--- config.mk ---
export PLATFORM = sky130hd
export DESIGN_NAME = can_address_claim_engine
export DESIGN_NICKNAME = d
export VERILOG_FILES = /design/src/design/cac_pkg.sv /design/src/design/can_address_claim_engine.sv
export SDC_FILE = /design/constraint.sdc
export NUM_CORES = 1
export LEC_CHECK = 0
export BUFFER_PORTS_ARGS = -buffer_cell sky130_fd_sc_hd__buf_2
export CAP_MARGIN = 10
export CORE_ASPECT_RATIO = 0.8
export CORE_MARGIN = 2
export CORE_UTILIZATION = 50
export CTS_BUF_LIST = sky130_fd_sc_hd__clkbuf_4
export DETAILED_ROUTE_END_ITERATION = 7
export GPL_TIMING_DRIVEN = 0
export PLACE_DENSITY = 0.79
export SYNTH_ARGS = -nofsm -noshare
export SYNTH_HDL_FRONTEND = slang
export SYNTH_SLANG_ARGS = --single-unit
export TNS_END_PERCENT = 10
--- constraint.sdc ---
create_clock -name clk -period 3.9 [get_ports clk]
set_input_delay 0.78 -clock clk [delete_from_list [all_inputs] [get_ports clk]]
set_output_delay 0.78 -clock clk [all_outputs]
set_load 0.005 [all_outputs]
--- src/design/cac_pkg.sv ---
// ----------------------------------------------------------------------------
// cac_pkg: shared types and constants for the CAN address claim engine
// Item structs for both channels, counter and config widths, frame codes and modes.
// ----------------------------------------------------------------------------
`default_nettype none

package cac_pkg;

	localparam int unsigned CLAIM_WINDOW_TICKS_DEF = 250;
	localparam int unsigned MAX_ATTEMPTS_DEF       = 10;

	localparam int unsigned WINDOW_W  = 8;
	localparam int unsigned ATTEMPT_W = 4;
	localparam int unsigned CFG_IDX_W = 4;
	localparam int unsigned CFG_DAT_W = 21;

	// input operation codes
	localparam logic [1:0] OP_TICK  = 2'd0;
	localparam logic [1:0] OP_FRAME = 2'd1;
	localparam logic [1:0] OP_START = 2'd2;

	// configuration register indexes
	localparam logic [CFG_IDX_W-1:0] REG_IDENTITY  = 4'd0;
	localparam logic [CFG_IDX_W-1:0] REG_MFR_CODE  = 4'd1;
	localparam logic [CFG_IDX_W-1:0] REG_ECU_INST  = 4'd2;
	localparam logic [CFG_IDX_W-1:0] REG_FUNC_INST = 4'd3;
	localparam logic [CFG_IDX_W-1:0] REG_FUNC_CODE = 4'd4;
	localparam logic [CFG_IDX_W-1:0] REG_VEH_SYS   = 4'd5;
	localparam logic [CFG_IDX_W-1:0] REG_IND_GROUP = 4'd6;
	localparam logic [CFG_IDX_W-1:0] REG_PREF_ADDR = 4'd7;

	// claim status codes
	localparam logic [1:0] STAT_IDLE   = 2'd0;
	localparam logic [1:0] STAT_CLAIM  = 2'd1;
	localparam logic [1:0] STAT_HELD   = 2'd2;
	localparam logic [1:0] STAT_CANNOT = 2'd3;

	localparam logic [7:0]  PF_CLAIMED    = 8'hEE;
	localparam logic [7:0]  PF_REQUEST    = 8'hEA;
	localparam logic [7:0]  ADDR_LIMIT    = 8'hFD;
	localparam logic [7:0]  ADDR_NULL     = 8'hFE;
	localparam logic [7:0]  ADDR_GLOBAL   = 8'hFF;
	localparam logic [28:0] CLAIM_ID_BASE = 29'h18EEFF00;
	localparam logic [23:0] REQ_CLAIM_PGN = 24'h00EE00;
	localparam logic [3:0]  DLC_CLAIM     = 4'd8;
	localparam logic [3:0]  DLC_REQUEST   = 4'd3;

	localparam logic [20:0] IDENTITY_RST  = 21'd0;
	localparam logic [2:0]  IND_GROUP_RST = 3'd2;
	localparam logic [7:0]  PREF_ADDR_RST = 8'd128;

	typedef enum logic [3:0] {
		MODE_IDLE   = 4'b0001,
		MODE_CLAIM  = 4'b0010,
		MODE_HELD   = 4'b0100,
		MODE_CANNOT = 4'b1000
	} mode_t;

	typedef struct packed {
		logic [1:0]  op;
		logic        frame_extended;
		logic [28:0] frame_id;
		logic [3:0]  frame_dlc;
		logic [63:0] frame_data;
	} in_item_t;

	typedef struct packed {
		logic        tx_valid;
		logic [28:0] tx_id;
		logic [63:0] tx_data;
		logic [1:0]  claim_status;
		logic [7:0]  own_address;
	} out_item_t;

endpackage : cac_pkg

`default_nettype wire

--- src/design/can_address_claim_engine.sv ---
// ----------------------------------------------------------------------------
// can_address_claim_engine: J1939 source address claim
// Packs the NAME from its registers, claims an address, yields or re-asserts
// on contending claims and answers address-claimed requests once held.
// ----------------------------------------------------------------------------
//  channel | direction | handshake            | payload
//  in      | to block  | in_valid / in_stall  | in_item  (in_item_t)
//  out     | from block| out_valid / out_stall| out_item (out_item_t)
//  cfg     | to block  | cfg_valid / cfg_ready| cfg_index, cfg_data
//
//  Every item yields exactly one result item, through the input register and then the result register.
//  One item per cycle unless the output stalls: input register, one step of claim logic, result register.
//  cfg_ready is always high; registers take effect on the next item.
//  A stalled result holds in the result register; the input register stalls
//  behind it, so in_stall rises only when both are full.
//  Reset clears the claim state to idle and the registers to their defaults.
`default_nettype none

module can_address_claim_engine
	import cac_pkg::*;
#(
	parameter int unsigned CLAIM_WINDOW_TICKS = CLAIM_WINDOW_TICKS_DEF,
	parameter int unsigned MAX_ATTEMPTS       = MAX_ATTEMPTS_DEF
) (
	input  wire logic                 clk,
	input  wire logic                 arst_n,
	input  wire logic                 in_valid,
	output logic                      in_stall,
	input  wire in_item_t             in_item,
	output logic                      out_valid,
	input  wire logic                 out_stall,
	output out_item_t                 out_item,
	input  wire logic                 cfg_valid,
	output logic                      cfg_ready,
	input  wire logic [CFG_IDX_W-1:0] cfg_index,
	input  wire logic [CFG_DAT_W-1:0] cfg_data
);

	localparam logic [WINDOW_W-1:0]  WINDOW_INIT = WINDOW_W'(CLAIM_WINDOW_TICKS);
	localparam logic [ATTEMPT_W-1:0] ATTEMPT_MAX = ATTEMPT_W'(MAX_ATTEMPTS);

	// configuration
	logic [20:0] identity_q;
	logic [10:0] mfr_code_q;
	logic [2:0]  ecu_inst_q;
	logic [4:0]  func_inst_q;
	logic [7:0]  func_code_q;
	logic [6:0]  veh_sys_q;
	logic [2:0]  ind_group_q;
	logic [7:0]  pref_addr_q;

	// claim state
	mode_t                mode_q;
	logic [7:0]           addr_q;
	logic [WINDOW_W-1:0]  window_q;
	logic [ATTEMPT_W-1:0] attempt_q;

	logic     valid_s1;
	in_item_t item_s1;
	logic     out_valid_q;
	out_item_t out_item_q;

	logic advance;

	mode_t                mode_d;
	logic [7:0]           addr_d;
	logic [WINDOW_W-1:0]  window_d;
	logic [ATTEMPT_W-1:0] attempt_d;
	out_item_t            res;

	logic [63:0]          name;
	logic [7:0]           sa, pf, ps;
	logic                 active, claim_hit, req_hit;
	logic                 send;
	logic [7:0]           send_sa;
	logic [7:0]           addr_nxt;
	logic [ATTEMPT_W-1:0] attempt_nxt;

	assign cfg_ready = 1'b1;
	assign advance   = !out_valid_q || !out_stall;
	assign in_stall  = valid_s1 && !advance;
	assign out_valid = out_valid_q;
	assign out_item  = out_item_q;

	assign name = {1'b1, ind_group_q, 4'd0, veh_sys_q, 1'b0, func_code_q,
		func_inst_q, ecu_inst_q, mfr_code_q, identity_q};

	always_ff @(posedge clk or negedge arst_n) begin
		if (!arst_n) begin
			identity_q  <= IDENTITY_RST;
			mfr_code_q  <= '0;
			ecu_inst_q  <= '0;
			func_inst_q <= '0;
			func_code_q <= '0;
			veh_sys_q   <= '0;
			ind_group_q <= IND_GROUP_RST;
			pref_addr_q <= PREF_ADDR_RST;
		end else if (cfg_valid && cfg_ready) begin
			unique case (cfg_index)
				REG_IDENTITY:  identity_q  <= cfg_data;
				REG_MFR_CODE:  mfr_code_q  <= cfg_data[10:0];
				REG_ECU_INST:  ecu_inst_q  <= cfg_data[2:0];
				REG_FUNC_INST: func_inst_q <= cfg_data[4:0];
				REG_FUNC_CODE: func_code_q <= cfg_data[7:0];
				REG_VEH_SYS:   veh_sys_q   <= cfg_data[6:0];
				REG_IND_GROUP: ind_group_q <= cfg_data[2:0];
				REG_PREF_ADDR: pref_addr_q <= cfg_data[7:0];
				default: ;
			endcase
		end
	end

	always_comb begin
		sa = item_s1.frame_id[7:0];
		ps = item_s1.frame_id[15:8];
		pf = item_s1.frame_id[23:16];
		active = (mode_q == MODE_CLAIM) || (mode_q == MODE_HELD);
		claim_hit = (pf == PF_CLAIMED) && (sa == addr_q) && (item_s1.frame_dlc == DLC_CLAIM);
		req_hit = (mode_q == MODE_HELD) && (pf == PF_REQUEST)
			&& ((ps == addr_q) || (ps == ADDR_GLOBAL))
			&& (item_s1.frame_dlc == DLC_REQUEST)
			&& (item_s1.frame_data[23:0] == REQ_CLAIM_PGN);
		// a loss while held counts as the first yield from the held address
		attempt_nxt = ((mode_q == MODE_HELD) ? '0 : attempt_q) + 1'b1;
		addr_nxt    = addr_q + 8'd1;

		mode_d    = mode_q;
		addr_d    = addr_q;
		window_d  = window_q;
		attempt_d = attempt_q;
		send      = 1'b0;
		send_sa   = addr_q;

		case (item_s1.op)
			OP_START: begin
				attempt_d = '0;
				addr_d    = pref_addr_q;
				send      = 1'b1;
				if (pref_addr_q >= ADDR_LIMIT) begin
					mode_d   = MODE_CANNOT;
					window_d = '0;
					send_sa  = ADDR_NULL;
				end else begin
					mode_d   = MODE_CLAIM;
					window_d = WINDOW_INIT;
					send_sa  = pref_addr_q;
				end
			end
			OP_TICK: begin
				if (mode_q == MODE_CLAIM) begin
					if (window_q > WINDOW_W'(1)) begin
						window_d = window_q - 1'b1;
					end else begin
						window_d = '0;
						mode_d   = MODE_HELD;
					end
				end
			end
			OP_FRAME: begin
				if (item_s1.frame_extended && active) begin
					if (claim_hit) begin
						send = 1'b1;
						if (item_s1.frame_data <= name) begin
							attempt_d = attempt_nxt;
							addr_d    = addr_nxt;
							if ((addr_nxt >= ADDR_LIMIT) || (attempt_nxt >= ATTEMPT_MAX)) begin
								mode_d   = MODE_CANNOT;
								window_d = '0;
								send_sa  = ADDR_NULL;
							end else begin
								mode_d   = MODE_CLAIM;
								window_d = WINDOW_INIT;
								send_sa  = addr_nxt;
							end
						end else if (mode_q == MODE_CLAIM) begin
							window_d = WINDOW_INIT;
						end
					end else if (req_hit) begin
						send = 1'b1;
					end
				end
			end
			default: ;
		endcase

		res.tx_valid = send;
		res.tx_id    = send ? (CLAIM_ID_BASE | {21'd0, send_sa}) : '0;
		res.tx_data  = send ? name : '0;
		unique case (mode_d)
			MODE_IDLE:   res.claim_status = STAT_IDLE;
			MODE_CLAIM:  res.claim_status = STAT_CLAIM;
			MODE_HELD:   res.claim_status = STAT_HELD;
			MODE_CANNOT: res.claim_status = STAT_CANNOT;
			default:     res.claim_status = STAT_IDLE;
		endcase
		res.own_address = ((mode_d == MODE_CLAIM) || (mode_d == MODE_HELD)) ? addr_d : '0;
	end

	always_ff @(posedge clk or negedge arst_n) begin
		if (!arst_n) begin
			valid_s1    <= 1'b0;
			out_valid_q <= 1'b0;
			mode_q      <= MODE_IDLE;
			addr_q      <= '0;
			window_q    <= '0;
			attempt_q   <= '0;
		end else begin
			if (advance) begin
				out_valid_q <= valid_s1;
				if (valid_s1) begin
					mode_q    <= mode_d;
					addr_q    <= addr_d;
					window_q  <= window_d;
					attempt_q <= attempt_d;
				end
			end
			if (!in_stall) begin
				valid_s1 <= in_valid;
			end
		end
	end

	// payload registers, no reset
	always_ff @(posedge clk) begin
		if (!in_stall && in_valid) begin
			item_s1 <= in_item;
		end
		if (advance && valid_s1) begin
			out_item_q <= res;
		end
	end

	a_window_only_claiming: assert property (@(posedge clk) disable iff (!arst_n)
		(mode_q != MODE_CLAIM) |-> (window_q == '0))
		else $error("window count nonzero outside claiming");

	a_stall_needs_s1: assert property (@(posedge clk) disable iff (!arst_n)
		in_stall |-> (valid_s1 && out_valid_q))
		else $error("input stalled with free pipeline");

	a_held_tx_own: assert property (@(posedge clk) disable iff (!arst_n)
		(out_valid_q && out_item_q.tx_valid && out_item_q.claim_status == STAT_HELD)
		|-> (out_item_q.tx_id[7:0] == out_item_q.own_address))
		else $error("held claim sent from foreign address");

	a_cannot_null: assert property (@(posedge clk) disable iff (!arst_n)
		(out_valid_q && out_item_q.tx_valid && out_item_q.claim_status == STAT_CANNOT)
		|-> (out_item_q.tx_id[7:0] == ADDR_NULL))
		else $error("cannot-claim not sent from null address");

endmodule : can_address_claim_engine

`default_nettype wire
==> metrics.yaml <==
ys.flop_type: "edfxtp_1"
cts.sinks: 264
crit_fanout: 10
grt_max_degree: 61
wl_microns: 31900
cts_root_buffer: "clkbuf_4"
fillers: 1962
synth_mux_area_share_pct: 4.79
synth_cells: 1010
drv_slew: 0
skew_ns: 0.0365
layout_common_cells: "buf_2 (226), edfxtp_1 (172), clkbuf_4 (101)"
avgSynthCellArea_sq_um: 12.3
row_count: 51
synth_top_family_by_area: "simple AND/OR/NAND/NOR gates"
ir_worst_vdd_mv: 0.357
drtIter0Drc: 673
antenna_found_initial: 3
slew_headroom_pct: 25.3
final_common_cell: "buf_2"
cellLeakagePower_nw: 6.53
hold_buffers: 0
yosys.area_share.simple_pct: 11.7
dp_hpwl_microns: 23000
routedWlPerCell_microns: 18.8
seqCellArea_sq_um: 7470
cts_buffers: 68
fin_util_pct: 61.9
start_util_pct: 51.0
worst_pin_slew_ns: 1.11
preCtsSetupSlack_ns: -0.166
vias: 9179
grt.overflow.total: 0
outcome: "complete, no violations"
placed_cell_area_sq_um: 14000
setup_viol: 0
async_flop_share_pct: 34.8
worstSetupPathType: "flip-flop to flip-flop"
grt_pass1_vias: 9278
cp-start-kind: "flip-flop"
synth_xor_area_share_pct: 1.55
power_mw: 7.76
dp.cells: 1560
ant_nets: 0
final_cells: 1691
synth_area_sq_um: 12400
cp_data_arrival_time_ns: 4.22
period_minus_slack_ns: 3.72
tritoncts: "done"
synth_edf_count: 172
yosys.area_share.adder_pct: 6.94
synth_cell_types: 77
gp_congestion: 0.911
hold_path_class: "input port to asynchronous set/reset pin"
postLayoutSetupSlackWorst_ns: 0.182
first_pass_iters: 5
syn_to_final_growth_pct: 21.3
io_pins: 237
core_sq_um: 24400
insertion_delay_ns: 0.68
fmax_mhz: 269
path_clk_slew_ns: 0.07
htreeDepth: 3
grt_util_all_layers_pct: 24.3
post-route-drc-count: 0
fin_area_sq_um: 15100
die_h_microns: 145
hold_violations: 0
die_x_microns: 180
required_ns: 4.40
power_density_nw_per_um2: 515
period_share_pct: 95.3
holdWs_ns: 0.181
grt_pass1_wl_microns: 49500
ctsLongestPathBuffers: 3
viasPerCell: 5.43
drive_gt1_share_pct: 33.3
io_buffer_count: 220
crit_path_end_kind: "flip-flop"
rsz0062_at_grt: "false"
yosys_register_bits: 264
dieArea_sq_um: 26200
multiInputGateArea_sq_um: 4410
synth_compound_area_share_pct: 9.84
ys.warnings.count: 0
nets: 1513
ys_seq_area_share_pct: 60.1
fin_setup_tns_ns: 0
max-cap-violations: 0
==> flip-flops by register name (all words and copies together) (netlist names) <==
signal / flops
addr_q: 8
attempt_q: 4
ecu_inst_q: 3
func_code_q: 8
func_inst_q: 5
identity_q: 21
ind_group_q: 3
item_s1: 95
mfr_code_q: 11
mode_q: 4
out_item: 77
out_valid: 1
pref_addr_q: 8
valid_s1: 1
veh_sys_q: 7
window_q: 8
==> final timing paths <==
check,start,end,slack [ns],cells past startpoint
max,mode_q[1],out_item[57],0.18,9
min reg2reg,valid_s1,out_valid,0.49,1
max reg2reg,mode_q[1],out_item[57],0.18,9
max in group asynchronous,arst_n,pref_addr_q[7],2.94,2
min,arst_n,addr_q[3],0.18,1
min in group clk,in_item[56],item_s1[56],0.27,1
==> per-layer routing <==
layer | share of wire (%) | global-route usage [%]
met4 | 2.2 | 8.83
met2 | 46 | 37.3
met5 | 0.041 | 0
met3 | 8.8 | 6.38
met1 | 43 | 33.5
==> power by group <==
group	total, mW	switching [mW]	internal [mW]
Clock	2.63	1.17	1.46
Combinational	1.54	0.901	0.640
Sequential	3.59	0.203	3.38
Total	7.76	2.27	5.49
==> worst max-delay path, cell delays in order, from the launching register on <==
cell and delay, ns:
dfrtp_1 0.49, nor4b_4 0.63, nand4_1 0.31, or4_1 0.55, a211oi_1 0.25, o21a_1 0.29
inv_2 0.05, clkbuf_1 0.32, clkbuf_1 0.38, nor2_1 0.26
==> cell usage after synthesis, types with 3 or more instances <==
cell       count  area share, %
edfxtp_1     172             42
dfrtp_1       89             18
nor2_1        86            2.6
inv_1         73            2.2
nand2_1       70            2.1
ha_1          69            6.9
o21ai_0       59            2.4
mux2_2        52            4.7
a21oi_1       42            1.7
buf_4         29            1.8
clkbuf_1      24           0.72
nand4_1       23            1.2
nand3_1       21           0.85
xnor2_1       13           0.92
nor3_1        12           0.48
nor4_1        12           0.60
nand2b_1       9           0.45
xor2_1         9           0.63
o21a_1         8           0.48
a31oi_1        7           0.35
and2_1         7           0.35
buf_2          7           0.28
a22o_1         6           0.42
nand3b_1       6           0.36
o31ai_1        6           0.36
a21o_1         5           0.30
and3_1         5           0.25
and4_1         5           0.35
o211ai_1       5           0.30
or2_2          5           0.25
nor2b_1        4           0.20
a21oi_2        3           0.21
dfstp_2        3           0.63
nor3b_1        3           0.18
o2bb2ai_1      3           0.21
o31a_1         3           0.21
==> cells by family after synthesis <==
group                      after synthesis
AOI/OAI and AO/OA                      181
xor gates and xnor gates                22
adders and majority gates               69
buffers and inverters                  134
DFF                                    264
muxes                                   53
other                                    2
and+or+nand+nor                        285
==> final cells by class <==
cell class	instances	share of cell area [%]
well taps	318	2.64
inverters	74	1.86
multi-input cells	621	29.2
flip-flops and latches	264	49.5
plain buffers	60	2.27
repair buffers	225	8.00
clock inverters	25	1.41
clock buffers	101	5.03
diodes	3	0.0498
==> repair_timing <==
item,CTS,global route
setup buffers,0,2
pin swaps,0,2
endpoints found under the setup margin,9,15
resized for setup,1,3
gates cloned,0,0
No activity file was read; power rests on OpenSTA's default activity.
